[src/hdl/swtq_pkg.sv]
// Shared types, constants and control structs of the sorted wake-up timer queue.
package swtq_pkg;

    // Fixed field widths and default queue depth
    localparam int TIME_BITS         = 48;
    localparam int ID_BITS           = 8;
    localparam int QUEUE_DEPTH_DEF   = 16;

    localparam logic [TIME_BITS-1:0] TIME_NONE = '1;

    // Operation codes
    localparam logic OP_SLEEP = 1'b0;
    localparam logic OP_TICK  = 1'b1;

    // Result status codes
    typedef enum logic [1:0] {
        ST_WOKEN       = 2'd0,
        ST_QUEUED      = 2'd1,
        ST_ALREADY_DUE = 2'd2,
        ST_FULL        = 2'd3
    } t_status;

    typedef struct packed {
        logic                 operation;
        logic [ID_BITS-1:0]   requester_id;
        logic [TIME_BITS-1:0] wake_time;
        logic [TIME_BITS-1:0] tick_now;
    } t_in_item;

    typedef struct packed {
        logic [ID_BITS-1:0] released_id;
        t_status            result_status;
        logic               last_of_run;
    } t_out_item;

    // One queue slot
    typedef struct packed {
        logic [TIME_BITS-1:0] wake_time;
        logic [ID_BITS-1:0]   id;
    } t_entry;

    // Controller to datapath
    typedef struct packed {
        logic    load;
        logic    rd_ins;
        logic    shift;
        logic    put_new;
        logic    pop;
        logic    set_earl_rd;
        logic    set_earl_none;
        logic    emit;
        logic    emit_cand;
        logic    emit_last;
        t_status emit_status;
    } t_cmd;

    // Datapath to controller
    typedef struct packed {
        logic is_tick;
        logic is_due;
        logic is_full;
        logic is_empty;
        logic tick_due;
        logic idx_zero;
        logic idx_one;
        logic rd_gt;
        logic rd_match;
        logic occ_one;
        logic have_cand;
    } t_stat;

endpackage

[src/hdl/swtq_datapath.sv]
// Datapath: entry memory, head pointer, occupancy, earliest time and result register.
module swtq_datapath #(
    parameter int QUEUE_DEPTH = swtq_pkg::QUEUE_DEPTH_DEF
) (
    input  logic                i_clk,
    input  logic                i_rst_n,
    input  swtq_pkg::t_in_item  i_item,
    input  swtq_pkg::t_cmd      i_cmd,
    output swtq_pkg::t_stat     o_stat,
    output logic                o_strobe,
    output swtq_pkg::t_out_item o_result
);
    import swtq_pkg::*;

    localparam int AW = $clog2(QUEUE_DEPTH);
    localparam int IW = $clog2(QUEUE_DEPTH + 1);

    t_entry               r_mem [QUEUE_DEPTH];
    t_entry               r_rd;
    t_in_item             r_item;
    logic [IW-1:0]        r_idx,      n_idx;
    logic [IW-1:0]        r_occ,      n_occ;
    logic [AW-1:0]        r_hd,       n_hd;
    logic [TIME_BITS-1:0] r_earliest, n_earliest;
    logic [ID_BITS-1:0]   r_cand;
    logic                 r_have,     n_have;
    logic                 r_strobe;
    t_out_item            r_result;

    logic [IW-1:0]        w_lrd;
    logic [AW-1:0]        w_raddr;
    logic [AW-1:0]        w_waddr;
    logic                 w_we;
    t_entry               w_wdata;

    // Map a queue position to a memory slot, wrapping once past the end
    function automatic logic [AW-1:0] f_phys(input logic [AW-1:0] hd,
                                             input logic [IW-1:0] lidx);
        logic [IW:0] sum;
        sum = (IW+1)'(hd) + (IW+1)'(lidx);
        if (sum >= (IW+1)'(QUEUE_DEPTH)) begin
            sum = sum - (IW+1)'(QUEUE_DEPTH);
        end
        return sum[AW-1:0];
    endfunction

    // Select the read position for the next cycle
    always_comb begin
        if (i_cmd.pop) begin
            w_lrd = IW'(1);
        end else if (i_cmd.shift) begin
            w_lrd = (r_idx > IW'(1)) ? r_idx - IW'(2) : '0;
        end else if (i_cmd.rd_ins) begin
            w_lrd = r_idx - IW'(1);
        end else begin
            w_lrd = '0;
        end
        w_raddr = f_phys(r_hd, w_lrd);
    end

    // Write either a shifted entry or the new one at the insert position
    always_comb begin
        w_waddr = f_phys(r_hd, r_idx);
        w_we    = i_cmd.shift | i_cmd.put_new;
        if (i_cmd.shift) begin
            w_wdata = r_rd;
        end else begin
            w_wdata.wake_time = r_item.wake_time;
            w_wdata.id        = r_item.requester_id;
        end
    end

    // Entry memory with registered read
    always_ff @(posedge i_clk) begin
        if (w_we) begin
            r_mem[w_waddr] <= w_wdata;
        end
        r_rd <= r_mem[w_raddr];
    end

    // Next values of the queue bookkeeping
    always_comb begin
        n_idx      = r_idx;
        n_occ      = r_occ;
        n_hd       = r_hd;
        n_earliest = r_earliest;
        n_have     = r_have;
        if (i_cmd.load) begin
            n_idx  = r_occ;
            n_have = 1'b0;
        end
        if (i_cmd.shift) begin
            n_idx = r_idx - IW'(1);
        end
        if (i_cmd.put_new) begin
            n_occ = r_occ + IW'(1);
            if (r_idx == '0) begin
                n_earliest = r_item.wake_time;
            end
        end
        if (i_cmd.pop) begin
            n_have = 1'b1;
            n_occ  = r_occ - IW'(1);
            n_hd   = (r_hd == AW'(QUEUE_DEPTH - 1)) ? '0 : r_hd + AW'(1);
        end
        if (i_cmd.set_earl_rd) begin
            n_earliest = r_rd.wake_time;
        end
        if (i_cmd.set_earl_none) begin
            n_earliest = TIME_NONE;
        end
    end

    // Control registers
    always_ff @(posedge i_clk) begin
        if (!i_rst_n) begin
            r_occ      <= '0;
            r_hd       <= '0;
            r_earliest <= TIME_NONE;
            r_have     <= 1'b0;
            r_strobe   <= 1'b0;
        end else begin
            r_occ      <= n_occ;
            r_hd       <= n_hd;
            r_earliest <= n_earliest;
            r_have     <= n_have;
            r_strobe   <= i_cmd.emit;
        end
    end

    // Payload registers
    always_ff @(posedge i_clk) begin
        r_idx <= n_idx;
        if (i_cmd.load) begin
            r_item <= i_item;
        end
        if (i_cmd.pop) begin
            r_cand <= r_rd.id;
        end
        if (i_cmd.emit) begin
            r_result.released_id   <= i_cmd.emit_cand ? r_cand : r_item.requester_id;
            r_result.result_status <= i_cmd.emit_status;
            r_result.last_of_run   <= i_cmd.emit_last;
        end
    end

    // Status to the controller
    always_comb begin
        o_stat.is_tick   = (r_item.operation == OP_TICK);
        o_stat.is_due    = (r_item.tick_now >= r_item.wake_time);
        o_stat.is_full   = (r_occ >= IW'(QUEUE_DEPTH));
        o_stat.is_empty  = (r_occ == '0);
        o_stat.tick_due  = (r_item.tick_now >= r_earliest);
        o_stat.idx_zero  = (r_idx == '0);
        o_stat.idx_one   = (r_idx == IW'(1));
        o_stat.rd_gt     = (r_rd.wake_time > r_item.wake_time);
        o_stat.rd_match  = (r_rd.wake_time == r_earliest);
        o_stat.occ_one   = (r_occ == IW'(1));
        o_stat.have_cand = r_have;
    end

    assign o_strobe = r_strobe;
    assign o_result = r_result;

endmodule

[src/hdl/swtq_ctrl.sv]
// Controller: sequences sorted insertion and group release over the datapath.
module swtq_ctrl (
    input  logic            i_clk,
    input  logic            i_rst_n,
    input  logic            start,
    input  swtq_pkg::t_stat i_stat,
    output swtq_pkg::t_cmd  o_cmd,
    output logic            busy
);
    import swtq_pkg::*;

    typedef enum logic [5:0] {
        S_IDLE     = 6'b000001,
        S_DECIDE   = 6'b000010,
        S_INS_CMP  = 6'b000100,
        S_INS_PUT  = 6'b001000,
        S_REL      = 6'b010000,
        S_REL_LAST = 6'b100000
    } t_state;

    t_state r_state, n_state;

    // Next state and commands
    always_comb begin
        n_state = r_state;
        o_cmd   = '0;
        case (r_state)
            S_IDLE: begin
                if (start) begin
                    o_cmd.load = 1'b1;
                    n_state    = S_DECIDE;
                end
            end
            S_DECIDE: begin
                if (!i_stat.is_tick) begin
                    if (i_stat.is_due) begin
                        o_cmd.emit        = 1'b1;
                        o_cmd.emit_last   = 1'b1;
                        o_cmd.emit_status = ST_ALREADY_DUE;
                        n_state           = S_IDLE;
                    end else if (i_stat.is_full) begin
                        o_cmd.emit        = 1'b1;
                        o_cmd.emit_last   = 1'b1;
                        o_cmd.emit_status = ST_FULL;
                        n_state           = S_IDLE;
                    end else if (i_stat.idx_zero) begin
                        o_cmd.put_new     = 1'b1;
                        o_cmd.emit        = 1'b1;
                        o_cmd.emit_last   = 1'b1;
                        o_cmd.emit_status = ST_QUEUED;
                        n_state           = S_IDLE;
                    end else begin
                        o_cmd.rd_ins = 1'b1;
                        n_state      = S_INS_CMP;
                    end
                end else if (i_stat.is_empty || !i_stat.tick_due) begin
                    n_state = S_IDLE;
                end else begin
                    // head entry is read this cycle
                    n_state = S_REL;
                end
            end
            S_INS_CMP: begin
                if (i_stat.rd_gt) begin
                    o_cmd.shift = 1'b1;
                    n_state     = i_stat.idx_one ? S_INS_PUT : S_INS_CMP;
                end else begin
                    o_cmd.put_new     = 1'b1;
                    o_cmd.emit        = 1'b1;
                    o_cmd.emit_last   = 1'b1;
                    o_cmd.emit_status = ST_QUEUED;
                    n_state           = S_IDLE;
                end
            end
            S_INS_PUT: begin
                o_cmd.put_new     = 1'b1;
                o_cmd.emit        = 1'b1;
                o_cmd.emit_last   = 1'b1;
                o_cmd.emit_status = ST_QUEUED;
                n_state           = S_IDLE;
            end
            S_REL: begin
                o_cmd.emit_cand   = 1'b1;
                o_cmd.emit_status = ST_WOKEN;
                if (i_stat.rd_match) begin
                    // drop the head; the previous candidate is not the last
                    o_cmd.pop  = 1'b1;
                    o_cmd.emit = i_stat.have_cand;
                    n_state    = i_stat.occ_one ? S_REL_LAST : S_REL;
                end else begin
                    o_cmd.emit        = 1'b1;
                    o_cmd.emit_last   = 1'b1;
                    o_cmd.set_earl_rd = 1'b1;
                    n_state           = S_IDLE;
                end
            end
            S_REL_LAST: begin
                o_cmd.emit          = 1'b1;
                o_cmd.emit_cand     = 1'b1;
                o_cmd.emit_last     = 1'b1;
                o_cmd.emit_status   = ST_WOKEN;
                o_cmd.set_earl_none = 1'b1;
                n_state             = S_IDLE;
            end
            default: begin
                n_state = S_IDLE;
            end
        endcase
    end

    // State register
    always_ff @(posedge i_clk) begin
        if (!i_rst_n) begin
            r_state <= S_IDLE;
        end else begin
            r_state <= n_state;
        end
    end

    assign busy = (r_state != S_IDLE);

endmodule

[src/hdl/sorted_wakeup_timer_queue_top.sv]
// Sorted wake-up timer queue: top level joining controller and datapath.
//
// Usage: drive i_item and raise start while busy is low; the item transfers
// at that clock edge. operation OP_SLEEP queues requester_id at wake_time in
// time order (equal times keep arrival order) and answers with one result:
// queued, already due (tick_now >= wake_time) or rejected when full.
// operation OP_TICK releases every entry holding the earliest wake time once
// tick_now reaches it, one result per cycle, last_of_run on the final one;
// a tick with nothing due gives no result.
// Each result shows on o_result for one cycle with o_strobe high; there is no
// backpressure, so the receiver must take it then.
// Timing: an immediate answer, an insert into an empty queue and an idle
// tick end straight after the decision; an insert into a non-empty queue
// first moves each later entry up one slot, and a tick walks over every
// entry it releases. The walk over the entry memory reads one entry per
// cycle and, when inserting, writes one. The last result of an item
// is taken at the edge where the next transfer can happen; wake results come
// one per cycle.
// Reset (synchronous, i_rst_n low) empties the queue and clears the earliest
// time to all ones; no clearing pass is needed, the entry memory is never used
// past occupancy.
module sorted_wakeup_timer_queue_top #(
    parameter int QUEUE_DEPTH = swtq_pkg::QUEUE_DEPTH_DEF
) (
    input  logic                i_clk,
    input  logic                i_rst_n,
    input  logic                start,
    input  swtq_pkg::t_in_item  i_item,
    output logic                busy,
    output logic                o_strobe,
    output swtq_pkg::t_out_item o_result
);
    import swtq_pkg::*;

    t_cmd  w_cmd;
    t_stat w_stat;

    swtq_ctrl u_ctrl (
        .i_clk   (i_clk),
        .i_rst_n (i_rst_n),
        .start   (start),
        .i_stat  (w_stat),
        .o_cmd   (w_cmd),
        .busy    (busy)
    );

    swtq_datapath #(
        .QUEUE_DEPTH (QUEUE_DEPTH)
    ) u_datapath (
        .i_clk    (i_clk),
        .i_rst_n  (i_rst_n),
        .i_item   (i_item),
        .i_cmd    (w_cmd),
        .o_stat   (w_stat),
        .o_strobe (o_strobe),
        .o_result (o_result)
    );

    // Only a wake result can be followed by another result of the same item
    a_last_on_answer: assert property (@(posedge i_clk) disable iff (!i_rst_n)
        o_strobe && (o_result.result_status != ST_WOKEN) |-> o_result.last_of_run)
        else $error("non-wake result without last_of_run");

    // A transfer keeps the block busy for the following cycle
    a_busy_after_transfer: assert property (@(posedge i_clk) disable iff (!i_rst_n)
        start && !busy |=> busy)
        else $error("block not busy after transfer");

    // Never insert into a full queue
    a_no_overfill: assert property (@(posedge i_clk) disable iff (!i_rst_n)
        w_cmd.put_new |-> !w_stat.is_full)
        else $error("insert into full queue");

    // Never release from an empty queue
    a_no_underflow: assert property (@(posedge i_clk) disable iff (!i_rst_n)
        w_cmd.pop |-> !w_stat.is_empty)
        else $error("release from empty queue");

endmodule
[config.mk]
export PLATFORM = sky130hd
export DESIGN_NAME = sorted_wakeup_timer_queue_top
export DESIGN_NICKNAME = d
export VERILOG_FILES = /design/src/hdl/swtq_pkg.sv /design/src/hdl/swtq_datapath.sv /design/src/hdl/swtq_ctrl.sv /design/src/hdl/sorted_wakeup_timer_queue_top.sv
export SDC_FILE = /design/constraint.sdc
export NUM_CORES = 1
export LEC_CHECK = 0
export ABC_CLOCK_PERIOD_IN_PS = 11030
export BUFFER_PORTS_ARGS = -buffer_cell sky130_fd_sc_hd__buf_2
export CAP_MARGIN = 40
export CORE_ASPECT_RATIO = 0.9
export CORE_MARGIN = 3
export CORE_UTILIZATION = 43
export DETAILED_ROUTE_END_ITERATION = 7
export GPL_TIMING_DRIVEN = 1
export PLACE_DENSITY_LB_ADDON = 0.05
export SLEW_MARGIN = 25
export SYNTH_ARGS = -nofsm -noshare
export SYNTH_HDL_FRONTEND = slang
export SYNTH_SLANG_ARGS = --single-unit
[constraint.sdc]
create_clock -name i_clk -period 11.03 [get_ports i_clk]
set_input_delay 0.5515 -clock i_clk [delete_from_list [all_inputs] [get_ports i_clk]]
set_output_delay 0.5515 -clock i_clk [all_outputs]
set_load 0.03 [all_outputs]
==> flow_metrics.py <==
metrics = {
    "run_status": {
        "run_status": "finished clean",
    },
    "layout": {
        "num_antenna_cells": 0,
        "final_cell_area_sq_um": 55300,
        "stdcell_count": 4519,
        "drive_gt1_share_pct": 23.2,
        "area_growth_pct": 16.9,
        "layout_common_cells": "edfxtp_1, mux4_2, mux2i_1",
        "final_common_cell": "edfxtp_1",
        "fillCellCount": 8872,
        "multi_input_area_sq_um": 13300,
        "fin_nets": 3232,
        "seqCellArea_sq_um": 33200,
    },
    "flow_run": {
        "maxCapViolCount": 0,
    },
    "synthesis": {
        "ys_types": 70,
        "synth_ff_type": "edfxtp_1",
        "synth_top_area_share_pct": 65.1,
        "synth-edff-count": 1025,
        "ys_seq_area_share_pct": 70.2,
        "synth.ff_latch_count": 1146,
        "synthCells": 2669,
        "synth_area_leader_cell": "edfxtp_1",
        "yosys_warnings": 0,
        "async_flop_share_pct": 0,
        "synth_area_leaders": "edfxtp_1, mux4_2, dfxtp_1",
        "synth_area_sq_um": 47300,
        "syn_area_per_cell_sq_um": 17.7,
        "synth_fp_nets": 2937,
    },
    "clock_tree": {
        "clk_root_buffer_cell": "clkbuf_16",
        "numCtsBuffers": 117,
        "ctsLongestPathBuffers": 3,
        "clk_pin_slew_worst_paths_ns": 0.06,
        "h-tree-depth": 3,
        "clkSinkCount": 1146,
        "clock_latency_ns": 0.71,
        "cts_tree": "done",
        "cts_resized": 0,
    },
    "place": {
        "post_dp_cell_area_sq_um": 50700,
        "gp_congestion": 0.882,
        "io_buffers": 120,
        "placed_cells": 4241,
        "post-dp-hpwl_um": 80600,
        "pre_cts_ws_ns": 3.88,
    },
    "floorplanning": {
        "die_h_um": 321,
        "core_area_sq_um": 108000,
        "placementRows": 114,
        "die_area_sq_um": 114000,
        "dieWidth_um": 356,
        "ios": 121,
        "start_util_pct": 43.7,
    },
    "routing": {
        "post_drt_via_cell_ratio": 5.67,
        "drtAntennaViolNets": 0,
        "vias": 25600,
        "drt_iter0_drc": 2340,
        "routed_wirelength_um": 130000,
        "drc": 0,
        "first_pass_iters": 5,
        "wl_per_cell_um": 28.9,
    },
    "setup_path": {
        "crit_type": "reg -> reg",
        "required_ns": 11.59,
        "cp_max_fo": 57,
        "critPathCaptureType": "register",
        "crit_chain": "inv_1 > ha_1 > nand4_1 > nor4_1 > nand2_1 > nor4_1 > a211oi_2 > and2_4 > nand3_1 > nand2_1 > a21o_1 > ha_4 > fa_4 > buf_4 > buf_4 > mux4_2 > mux2i_1 > mux2i_1",
        "cp-start-kind": "register",
        "cp.arrival_ns": 7.32,
        "slowest_stage": "fa_4",
        "reg2reg_slack_ns": 4.27,
        "critPathMaxStageDelay_ns": 1.13,
    },
    "global_route": {
        "grt_pass1_wl_um": 188000,
        "grt_pass1_vias": 26000,
        "grt_use_total_pct": 22.9,
        "antenna_found_initial": 6,
        "grt.overflow.total": 0,
        "grt_max_degree": 86,
    },
    "timing": {
        "timing.final.ws_setup_ns": 4.27,
        "finClkSkew_ns": 0.0258,
        "fin_crit_sh_pct": 61.3,
        "tns_ns": 0,
        "rsz0062_at_grt": "false",
        "fin_crit_ns": 6.76,
        "slew_headroom_pct": 36.1,
        "setup_viol": 0,
        "max_freq_mhz": 148,
        "max_slew.worst_pin.slew_ns": 0.959,
        "hold_violations": 0,
        "final_max_slew_viol_count": 0,
    },
    "power": {
        "peakVddDrop_v": 0.000121,
        "internal-power_mw": 7.42,
        "seq_power_share_pct": 51.1,
        "netSwitchingFraction_pct": 21.2,
        "power.density_nw_per_um2": 170,
        "power.leakage_nw": 19.7,
        "comb_power_share_pct": 4.8,
        "net-switching-power_mw": 2.00,
        "clockPowerShare_pct": 44.1,
    },
    "worst_hold_path": {
        "hold_class": "in -> reg",
    },
}
[per-stage QoR]
| step | util, % | hold WS [ns] | power, mW |
|---|---|---|---|
| 2_1_floorplan | - | 0.403 | 5.17 |
| 5_1_grt | 51.1 | 0.00699 | 9.73 |
| 6_report | 51.1 | 0.0447 | 9.42 |
| 4_1_cts | 51.0 | 0.000139 | 9.51 |
| 3_3_place_gp | 46.3 | 0.411 | 5.34 |
| 3_5_place_dp | 46.8 | 0.422 | 5.35 |
[power by group through the flow]
| stage | sequential (mW) | clock, mW | combinational (mW) |
|---|---|---|---|
| 4_1_cts | 4.82 | 4.24 | 0.454 |
| 3_5_place_dp | 4.91 | 0 | 0.438 |
| 5_1_grt | 4.82 | 4.42 | 0.498 |
| 2_1_floorplan | 4.89 | 0 | 0.274 |
| 3_3_place_gp | 4.91 | 0 | 0.428 |
| 6_report | 4.82 | 4.15 | 0.452 |
[registers in the layout, summed over array words and instances, names as in the netlist]
register / cells
u_ctrl.r_state: 6
u_datapath.o_result: 11
u_datapath.o_stat: 1
u_datapath.o_strobe: 1
u_datapath.r_cand: 8
u_datapath.r_earliest: 48
u_datapath.r_have: 1
u_datapath.r_hd: 4
u_datapath.r_idx: 5
u_datapath.r_item: 104
u_datapath.r_mem: 896
u_datapath.r_occ: 5
u_datapath.r_rd: 56
[synth_stat cells (all sizes together) (3+ instances only)]
library cell,number
a2111oi,4
a211oi,8
a21boi,4
a21o,28
a21oi,91
a221oi,4
a31oi,53
a41oi,3
and2,9
and3,8
and4,10
buf,31
clkbuf,88
dfxtp,121
edfxtp,1025
ha,158
inv,112
mux2,17
mux2i,174
mux4,224
nand2,95
nand2b,6
nand3,19
nand3b,3
nand4,30
nor2,80
nor2b,8
nor3,56
nor4,17
nor4b,3
o211ai,6
o21a,4
o21ai,75
o21bai,3
o41ai,3
or2,3
or3,3
xnor2,55
xor2,3
[worst max-delay path, delay by kind of cell, from the launching register on]
kind,cells,cell delay [ns]
adder cells (fa/ha/maj),3,1.60
AO/OA/AOI/OAI,2,0.36
flip-flops,1,0.34
buffers and inverters,3,1.37
multiplexers,3,0.68
AND/OR/NAND/NOR,7,2.17
[worst paths after layout]
check	start	to	cells past startpoint
hold / removal	i_item[8]	u_datapath.r_item[8]$_DFFE_PP_	1
hold reg to reg	u_datapath.r_rd[6]$_DFF_P_	u_datapath.r_cand[6]$_DFFE_PP_	0
setup / recovery	u_datapath.r_item[62]$_DFFE_PP_	u_datapath.r_rd[3]$_DFF_P_	18
setup reg to reg	u_datapath.r_item[62]$_DFFE_PP_	u_datapath.r_rd[3]$_DFF_P_	18
[layer usage]
| layer | global-route usage [%] | wire length [um] | part of all wire (%) |
|---|---|---|---|
| met3 | 3.24 | 7000 | 5.4 |
| met2 | 35.7 | 60000 | 46 |
| met4 | 5.00 | 2690 | 2.1 |
| met1 | 34.4 | 60700 | 47 |
| met5 | 0 | 27 | 0.021 |
[timing repair]
item,CTS,global route
endpoints found under the hold margin,49,0
setup buffers,0,0
hold buffers,49,0
endpoints found under the setup margin,0,0
[layout make-up]
class | count | share of cell area (%)
sequential | 1146 | 60.1
clock inverter | 73 | 1.58
multi-input combinational | 1292 | 24.1
clock buffer | 151 | 5.75
tap | 1450 | 3.28
inverter | 112 | 0.761
timing repair buffer | 295 | 4.41
[kinds of logic after synthesis]
| kind of cell | share of synthesized area [%] |
|---|---|
| AND/OR/NAND/NOR | 3.73 |
| buffers and inverters | 1.93 |
| flip-flops | 70.2 |
| adder cells (fa/ha/maj) | 4.27 |
| XOR/XNOR | 1.07 |
| multiplexers | 14.8 |
| AO/OA/AOI/OAI | 4.02 |
Note: power is estimated with default switching activity, not from simulation.
